--- config.mk ---
export PLATFORM = sky130hd
export DESIGN_NAME = knn_top3_euclidean_search_core
export DESIGN_NICKNAME = d
export VERILOG_FILES = /design/src/hdl/knn_pkg.sv /design/src/hdl/knn_lane.sv /design/src/hdl/knn_merge.sv /design/src/hdl/knn_list.sv /design/src/hdl/knn_top3_euclidean_search_core.sv
export SDC_FILE = /design/constraint.sdc
export NUM_CORES = 2
export LEC_CHECK = 0
export BUFFER_PORTS_ARGS = -buffer_cell sky130_fd_sc_hd__buf_2
export CAP_MARGIN = 20
export CORE_ASPECT_RATIO = 1.75
export CORE_UTILIZATION = 35
export DETAILED_ROUTE_END_ITERATION = 10
export PLACE_DENSITY_LB_ADDON = 0.12
export SLEW_MARGIN = 20
export SYNTH_ARGS = -nofsm -noshare
export SYNTH_HDL_FRONTEND = slang
export SYNTH_SLANG_ARGS = --single-unit
--- constraint.sdc ---
create_clock -name clk -period 21.5 [get_ports clk]
set_clock_uncertainty 0.1 [all_clocks]
set_input_delay 2.15 -clock clk [delete_from_list [all_inputs] [get_ports clk]]
set_output_delay 2.15 -clock clk [all_outputs]
set_load 0.01 [all_outputs]
--- src/hdl/knn_pkg.sv ---
// Shared constants and types for the nearest-neighbor search block.
package knn_pkg;

  localparam int DEF_NUM_FEATURES  = 8;
  localparam int DEF_NUM_NEIGHBORS = 3;
  localparam int DEF_MAX_ROWS      = 1024;
  localparam int DEF_FEATURE_BITS  = 10;

  localparam int QUERY_REGS     = 8;
  localparam int CFG_INDEX_BITS = 4;
  localparam int DIST_BITS      = 23;

  localparam logic [DIST_BITS-1:0] DIST_MAX = '1;

  // Control from the row pipeline to the neighbor list.
  typedef struct packed {
    logic advance;
    logic row_valid;
    logic row_last;
  } list_ctl_t;

endpackage

--- src/hdl/knn_lane.sv ---
// One feature lane: absolute difference against the query, then squared.
module knn_lane #(
  parameter int FEATURE_BITS = knn_pkg::DEF_FEATURE_BITS
) (
  input  logic                        clk,
  input  logic                        en,
  input  logic [FEATURE_BITS-1:0]     feat,
  input  logic [FEATURE_BITS-1:0]     query,
  output logic [2*FEATURE_BITS-1:0]   sq
);
  import knn_pkg::*;

  logic [FEATURE_BITS-1:0]   diff;
  logic [2*FEATURE_BITS-1:0] diff_ext;

  always_comb begin
    diff     = (feat >= query) ? (feat - query) : (query - feat);
    diff_ext = {{FEATURE_BITS{1'b0}}, diff};
  end

  always_ff @(posedge clk) begin
    if (en) begin
      sq <= diff_ext * diff_ext;
    end
  end

endmodule

--- src/hdl/knn_merge.sv ---
// Merge stage: sums the lane squares and saturates to the distance width.
module knn_merge #(
  parameter int NUM_FEATURES = knn_pkg::DEF_NUM_FEATURES,
  parameter int FEATURE_BITS = knn_pkg::DEF_FEATURE_BITS
) (
  input  logic                            clk,
  input  logic                            en,
  input  logic [2*FEATURE_BITS-1:0]       sq [NUM_FEATURES],
  output logic [knn_pkg::DIST_BITS-1:0]   sq_sum
);
  import knn_pkg::*;

  localparam int RAW_BITS = 2 * FEATURE_BITS + $clog2(NUM_FEATURES) + 1;
  localparam int SUM_BITS = (RAW_BITS > DIST_BITS) ? RAW_BITS : DIST_BITS + 1;

  logic [SUM_BITS-1:0] sum;

  always_comb begin
    sum = '0;
    for (int j = 0; j < NUM_FEATURES; j++) begin
      sum = sum + SUM_BITS'(sq[j]);
    end
  end

  always_ff @(posedge clk) begin
    if (en) begin
      sq_sum <= (sum > SUM_BITS'(DIST_MAX)) ? DIST_MAX : sum[DIST_BITS-1:0];
    end
  end

endmodule

--- src/hdl/knn_list.sv ---
// Sorted list of nearest rows plus the result buffer drained one rank per beat.
module knn_list #(
  parameter int NUM_NEIGHBORS = knn_pkg::DEF_NUM_NEIGHBORS,
  parameter int ID_BITS       = 10,
  parameter int RANK_BITS     = 2
) (
  input  logic                          clk,
  input  logic                          rst,
  input  knn_pkg::list_ctl_t            ctl,
  input  logic [knn_pkg::DIST_BITS-1:0] row_dist,
  input  logic [ID_BITS-1:0]            row_id,
  output logic                          buf_free,
  output logic                          result_valid,
  input  logic                          result_stall,
  output logic [RANK_BITS-1:0]          rank,
  output logic [ID_BITS-1:0]            neighbor_id,
  output logic [knn_pkg::DIST_BITS-1:0] squared_distance,
  output logic                          found,
  output logic                          run_end
);
  import knn_pkg::*;

  localparam int CNT_BITS = $clog2(NUM_NEIGHBORS + 1);

  logic [DIST_BITS-1:0] best_dist  [NUM_NEIGHBORS];
  logic [ID_BITS-1:0]   best_id    [NUM_NEIGHBORS];
  logic                 best_valid [NUM_NEIGHBORS];

  logic [DIST_BITS-1:0] dist_next  [NUM_NEIGHBORS];
  logic [ID_BITS-1:0]   id_next    [NUM_NEIGHBORS];
  logic                 valid_next [NUM_NEIGHBORS];
  logic                 ins        [NUM_NEIGHBORS];

  logic [DIST_BITS-1:0] out_dist  [NUM_NEIGHBORS];
  logic [ID_BITS-1:0]   out_id    [NUM_NEIGHBORS];
  logic                 out_valid [NUM_NEIGHBORS];
  logic [CNT_BITS-1:0]  cnt;
  logic [RANK_BITS-1:0] rank_cnt;

  logic take_row;
  logic load_buf;
  logic beat;

  // Valid entries form a sorted prefix, so the insert flags are monotonic.
  always_comb begin
    for (int k = 0; k < NUM_NEIGHBORS; k++) begin
      ins[k] = !best_valid[k] || (row_dist < best_dist[k]);
    end
    for (int k = 0; k < NUM_NEIGHBORS; k++) begin
      if (!ins[k]) begin
        dist_next[k]  = best_dist[k];
        id_next[k]    = best_id[k];
        valid_next[k] = best_valid[k];
      end else if (k == 0 || !ins[(k > 0) ? k - 1 : 0]) begin
        dist_next[k]  = row_dist;
        id_next[k]    = row_id;
        valid_next[k] = 1'b1;
      end else begin
        dist_next[k]  = best_dist[(k > 0) ? k - 1 : 0];
        id_next[k]    = best_id[(k > 0) ? k - 1 : 0];
        valid_next[k] = best_valid[(k > 0) ? k - 1 : 0];
      end
    end
  end

  assign result_valid = (cnt != '0);
  assign beat         = result_valid && !result_stall;
  assign buf_free     = (cnt == '0) || ((cnt == CNT_BITS'(1)) && !result_stall);
  assign take_row     = ctl.advance && ctl.row_valid;
  assign load_buf     = take_row && ctl.row_last;

  always_ff @(posedge clk) begin
    if (rst) begin
      for (int k = 0; k < NUM_NEIGHBORS; k++) begin
        best_valid[k] <= 1'b0;
      end
    end else if (take_row) begin
      for (int k = 0; k < NUM_NEIGHBORS; k++) begin
        best_valid[k] <= ctl.row_last ? 1'b0 : valid_next[k];
      end
    end
  end

  always_ff @(posedge clk) begin
    if (take_row) begin
      for (int k = 0; k < NUM_NEIGHBORS; k++) begin
        best_dist[k] <= ctl.row_last ? DIST_MAX : dist_next[k];
        best_id[k]   <= ctl.row_last ? '0 : id_next[k];
      end
    end
  end

  // Result buffer: load a snapshot on the final row, shift down on each beat.
  always_ff @(posedge clk) begin
    if (rst) begin
      cnt      <= '0;
      rank_cnt <= '0;
    end else if (load_buf) begin
      cnt      <= CNT_BITS'(NUM_NEIGHBORS);
      rank_cnt <= '0;
    end else if (beat) begin
      cnt      <= cnt - CNT_BITS'(1);
      rank_cnt <= rank_cnt + RANK_BITS'(1);
    end
  end

  always_ff @(posedge clk) begin
    if (load_buf) begin
      for (int k = 0; k < NUM_NEIGHBORS; k++) begin
        out_dist[k]  <= dist_next[k];
        out_id[k]    <= id_next[k];
        out_valid[k] <= valid_next[k];
      end
    end else if (beat) begin
      for (int k = 0; k < NUM_NEIGHBORS - 1; k++) begin
        out_dist[k]  <= out_dist[k+1];
        out_id[k]    <= out_id[k+1];
        out_valid[k] <= out_valid[k+1];
      end
    end
  end

  assign rank             = rank_cnt;
  assign found            = out_valid[0];
  assign neighbor_id      = out_valid[0] ? out_id[0] : '0;
  assign squared_distance = out_valid[0] ? out_dist[0] : '0;
  assign run_end          = (cnt == CNT_BITS'(1));

endmodule

--- src/hdl/knn_top3_euclidean_search_core.sv ---
// Top level of the three-nearest-neighbor squared-distance search core.
//
//   channel   direction  handshake              payload
//   row       in         row_valid/row_stall    row_f0..row_f7, row_id, final_row
//   result    out        result_valid/stall     rank, neighbor_id, squared_distance,
//                                               found, run_end
//   cfg       in         cfg_valid/cfg_ready    cfg_index, cfg_data
//
// One row a cycle while rows are not stalled: lane squaring, merge sum and list insert
// are three register stages. A final row reaches the list through s1 and s2; its
// NUM_NEIGHBORS results then leave one per result beat from a buffer while further rows flow.
// The row side stalls only when a final row reaches the list while the previous
// set's results are still draining. Reset clears the list, the buffer and the query.
module knn_top3_euclidean_search_core #(
  parameter int NUM_FEATURES  = knn_pkg::DEF_NUM_FEATURES,
  parameter int NUM_NEIGHBORS = knn_pkg::DEF_NUM_NEIGHBORS,
  parameter int MAX_ROWS      = knn_pkg::DEF_MAX_ROWS,
  parameter int FEATURE_BITS  = knn_pkg::DEF_FEATURE_BITS,
  parameter int ID_BITS       = $clog2(MAX_ROWS),
  parameter int RANK_BITS     = (NUM_NEIGHBORS > 1) ? $clog2(NUM_NEIGHBORS) : 1
) (
  input  logic                               clk,
  input  logic                               rst,
  input  logic                               cfg_valid,
  output logic                               cfg_ready,
  input  logic [knn_pkg::CFG_INDEX_BITS-1:0] cfg_index,
  input  logic [FEATURE_BITS-1:0]            cfg_data,
  input  logic                               row_valid,
  output logic                               row_stall,
  input  logic [FEATURE_BITS-1:0]            row_f0,
  input  logic [FEATURE_BITS-1:0]            row_f1,
  input  logic [FEATURE_BITS-1:0]            row_f2,
  input  logic [FEATURE_BITS-1:0]            row_f3,
  input  logic [FEATURE_BITS-1:0]            row_f4,
  input  logic [FEATURE_BITS-1:0]            row_f5,
  input  logic [FEATURE_BITS-1:0]            row_f6,
  input  logic [FEATURE_BITS-1:0]            row_f7,
  input  logic [ID_BITS-1:0]                 row_id,
  input  logic                               final_row,
  output logic                               result_valid,
  input  logic                               result_stall,
  output logic [RANK_BITS-1:0]               rank,
  output logic [ID_BITS-1:0]                 neighbor_id,
  output logic [knn_pkg::DIST_BITS-1:0]      squared_distance,
  output logic                               found,
  output logic                               run_end
);
  import knn_pkg::*;

  localparam int QIDX_BITS = $clog2(QUERY_REGS);

  logic [FEATURE_BITS-1:0]   query    [QUERY_REGS];
  logic [FEATURE_BITS-1:0]   row_feat [QUERY_REGS];
  logic [2*FEATURE_BITS-1:0] sq       [NUM_FEATURES];
  logic [DIST_BITS-1:0]      s2_dist;

  logic               s1_valid;
  logic               s1_last;
  logic [ID_BITS-1:0] s1_id;
  logic               s2_valid;
  logic               s2_last;
  logic [ID_BITS-1:0] s2_id;

  logic      advance;
  logic      buf_free;
  list_ctl_t ctl;

  assign cfg_ready = 1'b1;

  always_ff @(posedge clk) begin
    if (rst) begin
      for (int k = 0; k < QUERY_REGS; k++) begin
        query[k] <= '0;
      end
    end else if (cfg_valid && cfg_ready &&
                 (cfg_index < CFG_INDEX_BITS'(QUERY_REGS))) begin
      query[cfg_index[QIDX_BITS-1:0]] <= cfg_data;
    end
  end

  always_comb begin
    row_feat[0] = row_f0;
    row_feat[1] = row_f1;
    row_feat[2] = row_f2;
    row_feat[3] = row_f3;
    row_feat[4] = row_f4;
    row_feat[5] = row_f5;
    row_feat[6] = row_f6;
    row_feat[7] = row_f7;
  end

  // Hold the whole pipe while a final row waits for the result buffer.
  assign advance   = !(s2_valid && s2_last && !buf_free);
  assign row_stall = !advance;

  always_ff @(posedge clk) begin
    if (rst) begin
      s1_valid <= 1'b0;
      s2_valid <= 1'b0;
    end else if (advance) begin
      s1_valid <= row_valid;
      s2_valid <= s1_valid;
    end
  end

  always_ff @(posedge clk) begin
    if (advance) begin
      s1_id   <= row_id;
      s1_last <= final_row;
      s2_id   <= s1_id;
      s2_last <= s1_last;
    end
  end

  for (genvar j = 0; j < NUM_FEATURES; j++) begin : g_lane
    knn_lane #(
      .FEATURE_BITS(FEATURE_BITS)
    ) u_lane (
      .clk   (clk),
      .en    (advance),
      .feat  (row_feat[j]),
      .query (query[j]),
      .sq    (sq[j])
    );
  end

  knn_merge #(
    .NUM_FEATURES(NUM_FEATURES),
    .FEATURE_BITS(FEATURE_BITS)
  ) u_merge (
    .clk    (clk),
    .en     (advance),
    .sq     (sq),
    .sq_sum (s2_dist)
  );

  always_comb begin
    ctl.advance   = advance;
    ctl.row_valid = s2_valid;
    ctl.row_last  = s2_last;
  end

  knn_list #(
    .NUM_NEIGHBORS(NUM_NEIGHBORS),
    .ID_BITS      (ID_BITS),
    .RANK_BITS    (RANK_BITS)
  ) u_list (
    .clk              (clk),
    .rst              (rst),
    .ctl              (ctl),
    .row_dist         (s2_dist),
    .row_id           (s2_id),
    .buf_free         (buf_free),
    .result_valid     (result_valid),
    .result_stall     (result_stall),
    .rank             (rank),
    .neighbor_id      (neighbor_id),
    .squared_distance (squared_distance),
    .found            (found),
    .run_end          (run_end)
  );

  // A run of results never breaks off before its last rank.
  a_run_holds: assert property (@(posedge clk) disable iff (rst)
    result_valid && !run_end |=> result_valid)
    else $error("result run ended early");

  // The last beat of a run carries the highest rank.
  a_last_rank: assert property (@(posedge clk) disable iff (rst)
    result_valid && run_end |-> rank == RANK_BITS'(NUM_NEIGHBORS - 1))
    else $error("run_end on wrong rank");

  // Rows stall only behind a final row while results are still pending.
  a_stall_cause: assert property (@(posedge clk) disable iff (rst)
    row_stall |-> s2_valid && s2_last && result_valid)
    else $error("row side stalled without cause");

  // A run starts at rank zero.
  a_first_rank: assert property (@(posedge clk) disable iff (rst)
    $rose(result_valid) |-> rank == '0)
    else $error("run did not start at rank zero");

endmodule
; ---- After elaboration in Yosys (flattened, before gate mapping)
; Memory sizes are Yosys's and may differ from the RTL's.
; Cells that the tools add are included.
[op_classes]
n_reduce_logical = 22
eq_ne = 1
add_sub_neg = 25
muxes = 62
bitwise = 9
mul = 8
magnitude_cmp = 13
[ops]
columns = op, n
row1 = 2-to-1 mux 23 bit, 11
row2 = 2-to-1 mux 10 bit, 20
row3 = multiplier 10 x 10 -> 20 bit, 8
row4 = subtractor 10 bit, 16
row5 = adder 24 x 20 -> 24 bit, 6
row6 = greater-or-equal comparator 10 bit, 8
row7 = less-than comparator 23 bit, 3
row8 = 2-to-1 mux 1 bit, 28
row9 = greater-than comparator 24 x 23 -> 1 bit (second input constant), 1
row10 = adder 20 x 20 -> 21 bit, 1
row11 = OR reduction 10 bit, 1
row12 = OR 1 bit, 9
row13 = logical AND 1 bit, 7
row14 = logical NOT 1 bit, 6
row15 = logical OR 1 bit, 4
row16 = less-than comparator 4 bit (second input constant), 1
row17 = 2-to-1 mux 2 bit, 2
row18 = nonzero test 2 bit, 2
row19 = 2-to-1 mux 3 bit, 1
row20 = adder 2 x 1 -> 2 bit (second input constant), 1
row21 = equality test 2 x 1 -> 1 bit (second input constant), 1
row22 = logical NOT 2 bit, 1
row23 = OR reduction 2 bit, 1
row24 = subtractor 2 x 1 -> 2 bit (second input constant), 1
[totals]
out_inout_bits = 40
input_bits = 110
regBits = 211
ramBits = 284
word_cells = 164
mem_count = 7
[memory_table]
columns = memory, depth, width, rd, rd_clocked_by_memory_dff, write_ports, line_no
row1 = query, 8, 10, 8, 0, 8, knn_top3_euclidean_search_core.sv:52  ; logic [FEATURE_BITS-1:0] query [QUERY_REGS];
row2 = u_list.best_dist, 3, 23, 3, 0, 3, knn_list.sv:25  ; logic [DIST_BITS-1:0] best_dist [NUM_NEIGHBORS];
row3 = u_list.out_dist, 3, 23, 3, 0, 3, knn_list.sv:34  ; logic [DIST_BITS-1:0] out_dist [NUM_NEIGHBORS];
row4 = u_list.best_id, 3, 10, 3, 0, 3, knn_list.sv:26  ; logic [ID_BITS-1:0] best_id [NUM_NEIGHBORS];
row5 = u_list.out_id, 3, 10, 3, 0, 3, knn_list.sv:35  ; logic [ID_BITS-1:0] out_id [NUM_NEIGHBORS];
row6 = u_list.best_valid, 3, 1, 3, 0, 3, knn_list.sv:27  ; logic best_valid [NUM_NEIGHBORS];
row7 = +1 memories, n/a, n/a, n/a, n/a, n/a, n/a

; ---- Logic depth before layout (Yosys ltp)
[logic_depth]
word_depth = 11
mapped_depth = 35
depth_no_buf = 34

; ---- Cells and area by module
; A second synthesis with hierarchy kept.
[hier_totals]
cells_unflattened = 5628
area_unflattened_um2 = 55010.3
[modules_own_cells]
columns = mod, instances, seq_area_each_um2, cells_per_inst, area_each_um2
row1 = knn_lane at g_lane[0].u_lane ..., 5, 570.5, 470, 4215.3
row2 = knn_list, 1, 6206.0, 1065, 11602.4
row3 = knn_lane at g_lane[6].u_lane ..., 2, 570.5, 468, 4284.1
row4 = knn_merge, 1, 690.7, 560, 5440.2
row5 = knn_lane at g_lane[5].u_lane, 1, 570.5, 481, 4326.6
row6 = knn_top3_euclidean_search_core, 1, 3103.0, 236, 3996.3

; ---- Worst setup path before layout
; No wires, ideal clock.
[synth_path]
path_kind = input port to flip-flop
start = in result_stall
end = mem u_list.out_dist[0][0] (enable)
t_arrival_ns = 17.767
cell_stages = 4
setup_ns = 0.588
path_buffers = 0
slack_ns = 3.045
required_ns = 20.812
path_cell_list = o2111ai_1 > and2_1 > nand2_1 > o21ai_0
[synth_lines]
columns = element, line_no
row1 = from (decl), knn_top3_euclidean_search_core.sv:41  ; input logic result_stall,
row2 = to (decl), knn_list.sv:34

; ---- Worst setup path in the final report
[layout_path]
start = in row_f3[0]
end = reg g_lane[3].u_lane.sq[19], data pin
[layout_between]
elab_chain_len = 3
word_cells_on_any_way = 5
cone_classes = add/sub (2) / mul (1) / order compare (1) / mux (1)
[layout_lines]
columns = element, line_no
row1 = from (decl), knn_top3_euclidean_search_core.sv:33  ; input logic [FEATURE_BITS-1:0] row_f3,
row2 = subtractor 10 bit / greater-or-equal comparator 10 bit (equally long branches), knn_lane.sv:17  ; diff = (feat >= query) ? (feat - query) : (query - feat);
row3 = 2-to-1 mux 10 bit *, knn_lane.sv:17
row4 = multiplier 10 x 10 -> 20 bit *, knn_lane.sv:23  ; sq <= diff_ext * diff_ext;
row5 = to (signal assigned), knn_lane.sv:23
row6 = to (decl), knn_lane.sv:9  ; output logic [2*FEATURE_BITS-1:0] sq
; Every way passes the cells marked *; elsewhere a longest branch is shown, timed or not.
; A chain may end at the register's enable or synchronous reset.

==> summary.txt <==
Status
  – Status: finished clean

Clock network
  – CTS buffer count: 55
  – Clock transition at path regs: 60 ps
  – Worst-Skew Late Latency: 700 ps
  – CTS Hold Bufs: 0
  – Postcts setup bufs: 0
  – CTS root buf: clkbuf_16
  – CTS H-tree depth: 2
  – Post-CTS sizing: 0
  – Bufs on Longest Clock Path: 3
  – Clock tree from TritonCTS: built
  – Clock Sinks: 487

Placement
  – Post-DP HPWL: 113000 um
  – DP Cell Count: 7310
  – Worst slack, placed: 10830 ps
  – GPL Wtd Cong: 0.854
  – IO buf count: 148

Synth
  – Post-synthesis cell area: 52400 um^2
  – Syn_area_per_cell: 9.97 um^2
  – Largest family of logic cells by synthesized area: adder cells
  – Asr flop ratio synth: 0%
  – Post-synth EDFFs: 481
  – Mux contribution to synthesized area: 3.88%
  – Xor/xnor cell area share of the yosys netlist: 4.63%
  – Post-synthesis compound-gate area fraction: 10.1%
  – #FFs+latches synth: 487
  – Simple-gate share of the synthesized area: 11.6%
  – Main synth FF type: edfxtp_1
  – Synth Instances: 5257
  – Ys Warns: 0
  – Adder-cell share of the synthesized area: 33.9%
  – Seq/Total Area, Yosys: 27.8%
  – Distinct cells, synth: 96

Timing
  – Final setup viols: 0
  – Post-route minimum period: 10040 ps
  – Final hold vios: 0
  – Relative slew margins: 28.2%
  – Fin. max-slew vios: 0
  – Max Fclk: 0.0996 GHz
  – Setup TNS: 0 ps
  – RSZ-0062 raised after global routing: false
  – Worst-Margin Slew: 1070 ps
  – Final worst-path cycle share: 46.7%
  – Setup ws final: 11460 ps

Worst setup path
  – Critical Path RT: 21840 ps
  – Reg2reg path depth: 28
  – Crit-path max FO: 13
  – Flop2flop setup slack: 12660 ps
  – Element type at the critical path start: primary input
  – CP startpoint: row_f3[0]
  – Crit end category: register
  – Crit-path slowest cell: xor2_1
  – Crit-path most repeated cell: fa_1
  – Worst r2r dst: g_lane[3].u_lane.sq[19]$_DFFE_PN_
  – CP Capture Point: g_lane[3].u_lane.sq[19]$_DFFE_PN_
  – Reg2reg start: query[3][0]$_SDFFCE_PN0P_
  – Slowest cell delay on critical path: 710 ps
  – Crit path kind: primary input to register
  – WP data arrival: 10370 ps

Route
  – ANT nets after route: 0
  – WL per Instance: 18.8 um
  – DRT Wirelength: 139000 um
  – DR pass1 iterations: 5
  – Post-route DRC: 0
  – Via count: 36200
  – Initial DRC count: 1267
  – Post-DR vias/cell: 4.88

Die
  – Die width: 294 um
  – Die span in y: 514 um
  – Starting density of the core: 35.3%
  – Site Rows: 187
  – Die area: 151000 um^2
  – Core area: 148000 um^2
  – Ports: 150

Finish
  – Sequential cell area: 14600 um^2
  – # fillers: 15000
  – Area of the multi-input gates: 33700 um^2
  – Final core occ: 38.6%
  – Synthesis-to-layout area growth: 9.38%
  – Layout Nets: 6624
  – Final non-filler cell total: 7413
  – Layout cells sized above 1: 9.09%
  – Commonest cells after routing, fill and taps aside: inv_1 (953), ha_1 (652), edfxtp_1 (481), fa_1 (479), nor2_1 (477)
  – Commonest non-fill, non-tap cell in the layout: inv_1

Global routing
  – Total global routing overflow: 0
  – GR Util All Layers: 18.6%
  – Largest net degree at the start of global routing: 75
  – First-pass GRT wire length: 215000 um
  – Vias in the first global route: 39100
  – Initial antenna violation count: 13

Worst hold path
  – Class of the worst hold path: register to register

Flow run
  – Max Cap Viol: 0
-- flip-flops by register name (all words and copies together), names as in the netlist --
signal	count
g_lane.u_lane.sq	152
query	80
s1_id	10
s1_last	1
s1_valid	1
s2_id	10
s2_last	1
s2_valid	1
u_list.best_dist	69
u_list.best_id	30
u_list.best_valid	3
u_list.cnt	2
u_list.out_dist	69
u_list.out_id	30
u_list.out_valid	3
u_list.rank	2
u_merge.sq_sum	23
-- through the flow --
step	hold slack [ps]	area (um^2)
finish	320	57300
CTS	321	57300
floorplan	300	52400
global route	328	57300
global placement	303	55500
detailed placement	306	55500
-- critical path, delay by kind of cell --
family	cells	cell delay [ps]
XOR/XNOR	2	880
adder cells (fa/ha/maj)	8	3510
AO/OA/AOI/OAI	11	2160
AND/OR/NAND/NOR	5	950
multiplexers	1	360
buffers and inverters	5	330
-- cell families (layout without fill, tap and decap cells) --
family,after synthesis,after routing
other,2,8
xor gates and xnor gates,271,271
muxes,196,196
AOI/OAI and AO/OA,817,817
DFF,487,487
buffers and inverters,1094,1260
adders and majority gates,1131,1131
and+or+nand+nor,1259,1259
-- cell usage after synthesis, types with 12 or more instances --
| master | instances | area [um^2] |
|---|---|---|
| xnor2_1 | 169 | 1480 |
| o21ai_1 | 43 | 215 |
| mux2i_1 | 138 | 1380 |
| and3_1 | 22 | 138 |
| o21a_1 | 19 | 143 |
| nand2_1 | 206 | 773 |
| o21ai_0 | 135 | 676 |
| o21bai_1 | 32 | 240 |
| buf_4 | 12 | 90.1 |
| nand2b_1 | 86 | 538 |
| clkbuf_1 | 87 | 327 |
| nand3_1 | 46 | 230 |
| ha_1 | 652 | 8160 |
| a31oi_1 | 26 | 163 |
| xor2_1 | 95 | 832 |
| nor2_1 | 479 | 1800 |
| nor3_1 | 62 | 310 |
| a2bb2oi_1 | 23 | 201 |
| nor2b_1 | 53 | 332 |
| buf_2 | 33 | 165 |
| edfxtp_1 | 481 | 14400 |
| a211oi_1 | 22 | 165 |
| nand4_1 | 38 | 238 |
| fa_1 | 479 | 9590 |
| or2_2 | 84 | 526 |
| inv_1 | 953 | 3580 |
| and2_1 | 129 | 807 |
| mux2_2 | 58 | 653 |
| a21oi_1 | 264 | 1320 |
| a21o_1 | 128 | 961 |
-- cell type report --
cell class	count	area share, %
antenna	3	0.0131
clock buffer	63	2.45
clock inverter	37	0.657
inverter	954	6.25
multi-input combinational	3679	58.8
sequential	487	25.4
tap	1984	4.33
timing repair buffer	206	2.05
-- worst min path at each step --
| stage | start | endpoint | slack [ps] | depth (start not counted) |
|---|---|---|---|---|
| global route | s1_id[6]$_DFFE_PN_ | s2_id[6]$_DFFE_PN_ | 330 | 0 |
| finish | s1_id[7]$_DFFE_PN_ | s2_id[7]$_DFFE_PN_ | 320 | 0 |
| floorplan | s1_id[0]$_DFFE_PN_ | s2_id[0]$_DFFE_PN_ | 300 | 0 |
| CTS | s1_id[0]$_DFFE_PN_ | s2_id[0]$_DFFE_PN_ | 320 | 0 |
| global placement | s1_id[2]$_DFFE_PN_ | s2_id[2]$_DFFE_PN_ | 300 | 0 |
| detailed placement | s1_id[3]$_DFFE_PN_ | s2_id[3]$_DFFE_PN_ | 310 | 0 |
-- layer usage --
metal  vias to the layer above  track usage, %  wire, um
met5                         -               0        53
li1                      17700               -         -
met2                       446            39.6     82700
met3                       179            1.64      2960
met1                     17900            18.3     49500
met4                         6            5.24      3900
Power is not shown: default switching activity piles up to over one toggle a cycle in this logic, so the estimate is an artifact.
